===== config.mk =====
export PLATFORM = sky130hd
export DESIGN_NAME = plc_binary_response_deframer_core
export DESIGN_NICKNAME = d
export VERILOG_FILES = /design/src/prbd_pkg.sv /design/src/prbd_parser.sv /design/src/prbd_emitter.sv /design/src/plc_binary_response_deframer_core.sv
export SDC_FILE = /design/constraint.sdc
export NUM_CORES = 1
export LEC_CHECK = 0
export BUFFER_PORTS_ARGS = -buffer_cell sky130_fd_sc_hd__buf_2
export CORE_MARGIN = 10
export CORE_UTILIZATION = 50
export DETAILED_ROUTE_END_ITERATION = 12
export PLACE_DENSITY = 0.68
export SLEW_MARGIN = 15
export SYNTH_ARGS = -nofsm -noshare
export SYNTH_HDL_FRONTEND = slang
export SYNTH_SLANG_ARGS = --single-unit

===== constraint.sdc =====
create_clock -name clk -period 20.9 [get_ports clk]
set_input_delay 4.18 -clock clk [delete_from_list [all_inputs] [get_ports clk]]
set_output_delay 4.18 -clock clk [all_outputs]
set_load 0.1 [all_outputs]

===== src/prbd_pkg.sv =====
// Shared types and constants for the binary PLC response deframer.
package prbd_pkg;

  localparam int unsigned HEADER_BYTES_DEF = 9;

  localparam int unsigned BYTE_W   = 8;
  localparam int unsigned INDEX_W  = 16;
  localparam int unsigned VALUE_W  = 16;
  localparam int unsigned LENGTH_W = 16;

  // Length values below this end the frame right after the header.
  localparam logic [LENGTH_W-1:0] END_CODE_BYTES = 16'd2;

  // Bit positions tested in a packed-bit data byte.
  localparam int unsigned EVEN_BIT_POS = 4;
  localparam int unsigned ODD_BIT_POS  = 0;

  // Packed port layouts.
  localparam int unsigned IN_TDATA_W  = 24;  // rx_byte, base_index
  localparam int unsigned IN_TUSER_W  = 2;   // word_mode, store_reply
  localparam int unsigned OUT_TDATA_W = 32;  // write_index, write_value
  localparam int unsigned OUT_TUSER_W = 2;   // write_valid, frame_done

  typedef struct packed {
    logic                       write_valid;
    logic [INDEX_W-1:0]         write_index;
    logic signed [VALUE_W-1:0]  write_value;
    logic                       frame_done;
    logic                       last_of_run;
  } result_t;

  // Up to two results caused by one byte, with their count.
  typedef struct packed {
    logic [1:0] cnt;
    result_t    r0;
    result_t    r1;
  } res_pair_t;

endpackage


===== src/prbd_parser.sv =====
// Frame parser: per-byte header/body tracking and result generation.
module prbd_parser #(
  parameter int unsigned HEADER_BYTES = prbd_pkg::HEADER_BYTES_DEF
) (
  input  logic                                clk,
  input  logic                                rst_n,
  input  logic                                fire,
  input  logic [prbd_pkg::BYTE_W-1:0]         rx_byte,
  input  logic                                word_mode,
  input  logic                                store_reply,
  input  logic [prbd_pkg::INDEX_W-1:0]        base_index,
  output prbd_pkg::res_pair_t                 pair
);
  import prbd_pkg::*;

  localparam int unsigned HC_W = $clog2(HEADER_BYTES + 1);
  localparam logic [HC_W-1:0] HC_LAST = HC_W'(HEADER_BYTES);
  localparam logic [HC_W-1:0] HC_LEN_LO = HC_W'(HEADER_BYTES - 2);
  localparam logic [HC_W-1:0] HC_LEN_HI = HC_W'(HEADER_BYTES - 1);

  logic [HC_W-1:0]      hc_r, hc_nxt;
  logic [LENGTH_W-1:0]  fl_r, fl_nxt;
  logic [LENGTH_W-1:0]  bc_r, bc_nxt;
  logic [BYTE_W-1:0]    lo_r, lo_nxt;
  logic                 wm_r, wm_nxt;
  logic                 st_r, st_nxt;
  logic [INDEX_W-1:0]   wp_r, wp_nxt;

  always_comb begin
    logic done;
    logic [1:0] n;
    result_t r0, r1;
    hc_nxt = hc_r;
    fl_nxt = fl_r;
    bc_nxt = bc_r;
    lo_nxt = lo_r;
    wm_nxt = wm_r;
    st_nxt = st_r;
    wp_nxt = wp_r;
    done   = 1'b0;
    n      = 2'd0;
    r0     = '0;
    r1     = '0;
    if (hc_r < HC_LAST) begin
      if (hc_r == '0) begin
        wm_nxt = word_mode;
        st_nxt = store_reply;
        wp_nxt = base_index;
        fl_nxt = '0;
      end
      if (hc_r == HC_LEN_LO) fl_nxt = {fl_nxt[LENGTH_W-1:BYTE_W], rx_byte};
      if (hc_r == HC_LEN_HI) fl_nxt = {rx_byte, fl_nxt[BYTE_W-1:0]};
      hc_nxt = hc_r + 1'b1;
      if (hc_nxt == HC_LAST) begin
        bc_nxt = '0;
        if (fl_nxt < END_CODE_BYTES) begin
          done   = 1'b1;
          hc_nxt = '0;
        end
      end
    end else begin
      // Data bytes follow the end code; parity of the data offset equals bc parity.
      if (bc_r >= END_CODE_BYTES && st_r) begin
        if (wm_r) begin
          if (!bc_r[0]) begin
            lo_nxt = rx_byte;
          end else begin
            r0.write_valid = 1'b1;
            r0.write_index = wp_r;
            r0.write_value = {rx_byte, lo_r};
            n      = 2'd1;
            wp_nxt = wp_r + 1'b1;
          end
        end else begin
          r0.write_valid = 1'b1;
          r0.write_index = wp_r;
          r0.write_value = {VALUE_W{rx_byte[EVEN_BIT_POS]}};
          r1.write_valid = 1'b1;
          r1.write_index = wp_r + 1'b1;
          r1.write_value = {VALUE_W{rx_byte[ODD_BIT_POS]}};
          n      = 2'd2;
          wp_nxt = wp_r + 2'd2;
        end
      end
      bc_nxt = bc_r + 1'b1;
      if (bc_nxt >= fl_r) begin
        done   = 1'b1;
        hc_nxt = '0;
      end
    end
    // A completing byte without a write still reports the frame end.
    if (done && n == 2'd0) n = 2'd1;
    r0.frame_done  = done;
    r1.frame_done  = done;
    r0.last_of_run = (n == 2'd1);
    r1.last_of_run = 1'b1;
    pair.cnt = n;
    pair.r0  = r0;
    pair.r1  = r1;
  end

  always_ff @(posedge clk) begin
    if (!rst_n) begin
      hc_r <= '0;
      fl_r <= '0;
      bc_r <= '0;
      lo_r <= '0;
      wm_r <= 1'b0;
      st_r <= 1'b0;
      wp_r <= '0;
    end else if (fire) begin
      hc_r <= hc_nxt;
      fl_r <= fl_nxt;
      bc_r <= bc_nxt;
      lo_r <= lo_nxt;
      wm_r <= wm_nxt;
      st_r <= st_nxt;
      wp_r <= wp_nxt;
    end
  end

endmodule


===== src/prbd_emitter.sv =====
// Result register: holds up to two results of one byte and sends them in order.
module prbd_emitter (
  input  logic                 clk,
  input  logic                 rst_n,
  input  prbd_pkg::res_pair_t  pair,
  input  logic                 pair_valid,
  output logic                 pair_ready,
  output logic                 res_valid,
  input  logic                 res_ready,
  output prbd_pkg::result_t    res
);
  import prbd_pkg::*;

  logic      busy_r, busy_nxt;
  logic      sel_r, sel_nxt;
  logic      two_r, two_nxt;
  result_t   r0_r, r1_r;
  logic      xfer, final_xfer, load;

  assign xfer       = busy_r && res_ready;
  assign final_xfer = xfer && (sel_r || !two_r);
  assign pair_ready = !busy_r || final_xfer;
  // Byte consumed; load only when it produced results.
  assign load       = pair_valid && pair_ready && (pair.cnt != 2'd0);

  assign res_valid = busy_r;
  assign res       = sel_r ? r1_r : r0_r;

  always_comb begin
    busy_nxt = busy_r;
    sel_nxt  = sel_r;
    two_nxt  = two_r;
    if (final_xfer) begin
      busy_nxt = 1'b0;
    end else if (xfer) begin
      sel_nxt = 1'b1;
    end
    if (load) begin
      busy_nxt = 1'b1;
      sel_nxt  = 1'b0;
      two_nxt  = (pair.cnt == 2'd2);
    end
  end

  always_ff @(posedge clk) begin
    if (!rst_n) begin
      busy_r <= 1'b0;
      sel_r  <= 1'b0;
      two_r  <= 1'b0;
    end else begin
      busy_r <= busy_nxt;
      sel_r  <= sel_nxt;
      two_r  <= two_nxt;
    end
  end

  always_ff @(posedge clk) begin
    if (load) begin
      r0_r <= pair.r0;
      r1_r <= pair.r1;
    end
  end

endmodule


===== src/plc_binary_response_deframer_core.sv =====
// Top level of the binary PLC read-response deframer.
//
//  Channel  Dir  Ports                      Payload (lowest bits first)
//  in_      in   tvalid/tready/tdata/tuser  tdata: rx_byte, base_index; tuser: word_mode, store_reply
//  out_     out  tvalid/tready/tdata/tuser  tdata: write_index, write_value;
//                /tlast                     tuser: write_valid, frame_done; tlast: last_of_run
//
// Each accepted byte lands in an input register; the parser turns it into zero, one or
// two results and hands them to the result register. Header bytes, end code and word
// low bytes yield no write; a packed-bit data byte yields two results, sent in order
// through the single result port (one result per cycle while out_ is ready).
// Reset (rst_n low, synchronous) empties both registers and returns to frame start.
// Back-pressure on out_ stalls the result register, then the input register, then in_.
module plc_binary_response_deframer_core #(
  parameter int unsigned HEADER_BYTES = prbd_pkg::HEADER_BYTES_DEF
) (
  input  logic                               clk,
  input  logic                               rst_n,
  input  logic                               in_tvalid,
  output logic                               in_tready,
  input  logic [prbd_pkg::IN_TDATA_W-1:0]    in_tdata,   // rx_byte[7:0], base_index[23:8]
  input  logic [prbd_pkg::IN_TUSER_W-1:0]    in_tuser,   // word_mode[0], store_reply[1]
  output logic                               out_tvalid,
  input  logic                               out_tready,
  output logic [prbd_pkg::OUT_TDATA_W-1:0]   out_tdata,  // write_index[15:0], write_value[31:16]
  output logic [prbd_pkg::OUT_TUSER_W-1:0]   out_tuser,  // write_valid[0], frame_done[1]
  output logic                               out_tlast   // last_of_run
);
  import prbd_pkg::*;

  // Input register.
  logic                    iv_r;
  logic [BYTE_W-1:0]       byte_r;
  logic                    wm_r;
  logic                    st_r;
  logic [INDEX_W-1:0]      base_r;

  res_pair_t pair;
  logic      pair_ready;
  logic      fire;
  result_t   res;

  // Parser advances when the result register accepts the held byte.
  assign fire      = iv_r && pair_ready;
  assign in_tready = !iv_r || fire;

  always_ff @(posedge clk) begin
    if (!rst_n) begin
      iv_r <= 1'b0;
    end else if (in_tready) begin
      iv_r <= in_tvalid;
    end
  end

  // Hold payload until the parser consumes it.
  always_ff @(posedge clk) begin
    if (in_tvalid && in_tready) begin
      byte_r <= in_tdata[BYTE_W-1:0];
      base_r <= in_tdata[BYTE_W+INDEX_W-1:BYTE_W];
      wm_r   <= in_tuser[0];
      st_r   <= in_tuser[1];
    end
  end

  prbd_parser #(
    .HEADER_BYTES(HEADER_BYTES)
  ) u_parser (
    .clk         (clk),
    .rst_n       (rst_n),
    .fire        (fire),
    .rx_byte     (byte_r),
    .word_mode   (wm_r),
    .store_reply (st_r),
    .base_index  (base_r),
    .pair        (pair)
  );

  prbd_emitter u_emitter (
    .clk        (clk),
    .rst_n      (rst_n),
    .pair       (pair),
    .pair_valid (iv_r),
    .pair_ready (pair_ready),
    .res_valid  (out_tvalid),
    .res_ready  (out_tready),
    .res        (res)
  );

  // Pack the result fields onto the output bus.
  assign out_tdata = {res.write_value, res.write_index};
  assign out_tuser = {res.frame_done, res.write_valid};
  assign out_tlast = res.last_of_run;

endmodule


==> out/results.tsv <==
stage	metric	value	unit
pwr	switchingPower	140	uW
die	die_h	142	um
global_route	grt_use_met1	0.246	
detailed_routing	first_iter_violations	533	
clocking	h-tree-depth	4	
global_route	grt_start_max_net_pins	63	
flow_run	drv_cap	0	
logic_synthesis	synth.distinct_cells	62	
worst_setup_path	end_kind	output port	
detailed_routing	first_pass_iters	7	
clocking	cts_tree	done	
pwr	power_density	75.7	nW/um^2
worst_setup_path	crit_top_cell	buf_2	
clocking	cts_resized	0	
global_route	busiest_layer	met2	
worst_setup_path	critPathMaxFanout	3	
sta	slew_headroom	0.264	
global_route	antenna_found_initial	0	
min_path	min_from	u_parser.fl_r[15]	
detailed_routing	wl_per_cell	17.0	um
die	core	14600	um^2
worst_setup_path	path_buf_inv	3	
cells_and_area	n_antenna_cell	0	
logic_synthesis	ys_top_cells_by_area	edfxtp_1 32%, dfxtp_1 18%, a21oi_1 4.7%	
die	dieArea	20300	um^2
logic_synthesis	ys.flop_type	edfxtp_1	
logic_synthesis	ys_seq_area_frac	0.493	
clocking	cts-root-buf	clkbuf_16	
clocking	clkTransAtPathRegs	0.06	ns
worst_setup_path	cp-startpoint	out_tready	
detailed_routing	antenna_left	0	
pwr	p_int	502	uW
clocking	insertion_delay	0.42	ns
pwr	leakage	3.36	nW
worst_setup_path	timing.rr.start	u_parser.bc_r[0]	
global_route	first_global_vias	5579	
placement	placed_cells	1007	
sta	period_needed	9.22	ns
sta	hold_violations	0	
pwr	ir_worst_vdd	0.0404	mV
pwr	swShare	0.217	
placement	place.gp.congestion	0.878	
min_path	hp-class	reg -> reg	
logic_synthesis	synthTopCellsByCount	83 x nor2_1, 79 x edfxtp_1, 78 x nand2_1	
die	start_util	0.513	
global_route	use_met2	0.250	
logic_synthesis	synth.avg_cell_area	9.36	um^2
detailed_routing	vias	5991	
worst_setup_path	arrival	5.04	ns
cells_and_area	drive_above_1_share	0.151	
sta	finalCritPeriodShare	0.441	
clocking	holdBufCountCts	0	
logic_synthesis	synth_most_common_cell	nor2_1	
logic_synthesis	synth_top_area_share	0.317	
global_route	grt_pass1_wl	28900	um
global_route	grt_use_met3	0.0457	
pwr	clkPwrFrac	0.466	
sta	fmax	108	MHz
sta	finalSetupViolations	0	
logic_synthesis	synth.largest_area_cell	edfxtp_1	
pwr	comb_power_share	0.044	
worst_setup_path	cp_slowest_cell	buf_2	
worst_setup_path	required	16.72	ns
worst_setup_path	path_class	in -> out	
detailed_routing	postRouteWirelength	17700	um
detailed_routing	vias_per_cell	5.77	
pwr	p_seq_frac	0.490	
logic_synthesis	synth_nets	853	
global_route	track_usage	0.174	
placement	io_buffers	66	
logic_synthesis	syn-instance-count	800	
die	num_rows	44	
die	boundaryPins	67	
cells_and_area	post-route-util	0.582	
placement	hpwlAfterDp	12100	um
global_route	grt_overflow	0	
worst_setup_path	critPathTopFamily	buffers and inverters	
cells_and_area	fillCellCount	1245	
pwr	p_total	642	uW
sta	hold_slack	0.474	ns
sta	rsz0062_at_grt	no	
worst_setup_path	startpoint_type	primary input	
cells_and_area	fin_nets	895	
detailed_routing	drc	0	
logic_synthesis	ys_ff_latch	145	
clocking	cts_made_buffers	17	
die	die_w	142	um
logic_synthesis	ys_async_sr_fraction	0	
cells_and_area	area_growth	13.4	%
logic_synthesis	synth_area	7490	um^2
sta	worst_pin_slew	1.10	ns
worst_setup_path	crit_chain	buf_2, inv_1, o21a_1, nand2_1, buf_2	
logic_synthesis	synth_edf_count	79	
sta	skew	0.00735	ns
worst_setup_path	critPathMaxStageDelay	0.43	ns
sta	maxSlewViolCount	0	
sta	tns	0	ns
clocking	cts_setup_buffers	0	
clocking	clock-sinks	145	
cells_and_area	layoutNonFillerInstCount	1039	
clocking	cts_buffer_depth	2	
logic_synthesis	yosysWarningCount	0	
run_status	status	finished clean	
==> registers in the layout (all words and copies together), names as in the netlist, 4 cells and up <==
register / flops
byte_r: 8
u_parser.fl_r: 16
u_parser.wp_r: 16
u_emitter.r0_r: 35
u_emitter.r1_r: 18
u_parser.hc_r: 4
base_r: 16
u_parser.lo_r: 8
u_parser.bc_r: 16
==> through the flow <==
step | area [um^2] | setup WS [ns]
final | 8490 | 11.68
after global routing | 8490 | 11.62
after CTS | 8490 | 11.68
after detailed placement | 7910 | 11.69
after global placement | 7910 | 11.71
after floorplan | 7490 | 11.66
==> cells by family after synthesis <==
family	after synthesis	synth area share
fa+ha+maj	23	0.0384
buf+inv	93	0.0488
simple gates	293	0.190
xor+xnor	26	0.0304
mux	28	0.0404
flops	145	0.493
compound gates	192	0.158
==> tightest hold or removal path, delay by kind of cell, from the launching register on <==
family	cells	cell delay [ns]
AO/OA/AOI/OAI	1	0.05
flip-flops	1	0.32
AND/OR/NAND/NOR	1	0.06
==> power groups by stage <==
stage / Clock (mW) / Combinational, mW / Sequential (mW)
final: 0.299 / 0.0284 / 0.314
after global routing: 0.316 / 0.0321 / 0.315
after detailed placement: 0 / 0.0280 / 0.320
after global placement: 0 / 0.0269 / 0.320
after floorplan: 0 / 0.0215 / 0.315
after CTS: 0.303 / 0.0283 / 0.314
==> final cells by class <==
type	instances	area, um^2	share of cell area
Sequential cell	145	3690	0.435
Multi-Input combinational cell	562	3440	0.406
Clock buffer	20	437	0.0515
Timing Repair Buffer	72	375	0.0442
Tap cell	184	230	0.0271
Inverter	44	165	0.0195
Clock inverter	12	143	0.0168
==> cell usage in the layout (no fill, tap or decap), types with 6 or more instances in the layout <==
cell type	instances
a211oi_1	12
a21o_1	7
a21oi_1	70
a22o_1	6
and2_1	15
and3_1	28
buf_2	66
buf_4	6
clkbuf_16	17
clkinv_2	7
dfxtp_1	66
edfxtp_1	79
ha_1	23
inv_1	43
mux2_2	18
mux2i_1	10
nand2_1	78
nand2b_1	8
nand3_1	30
nand4_1	6
nor2_1	83
nor3_1	13
nor4_1	7
o21ai_0	46
xnor2_1	14
xor2_1	12
==> worst paths after layout <==
path | to | slack (ns) | depth (start not counted)
hold reg to reg | u_parser.fl_r[15] | 0.47 | 2
setup reg to reg | u_emitter.r0_r[26] | 15.94 | 13
setup / recovery | in_tready | 11.68 | 5
hold / removal | u_parser.fl_r[15] | 0.47 | 2
==> routing by layer <==
metal	wire [um]	share of wire	up-vias
met1	8370	0.47	2811
met2	7650	0.43	207
li1	-	-	2955
met3	1410	0.080	18
met4	240	0.014	0
met5	0	0	-
Power figures use the tool's default switching activity.
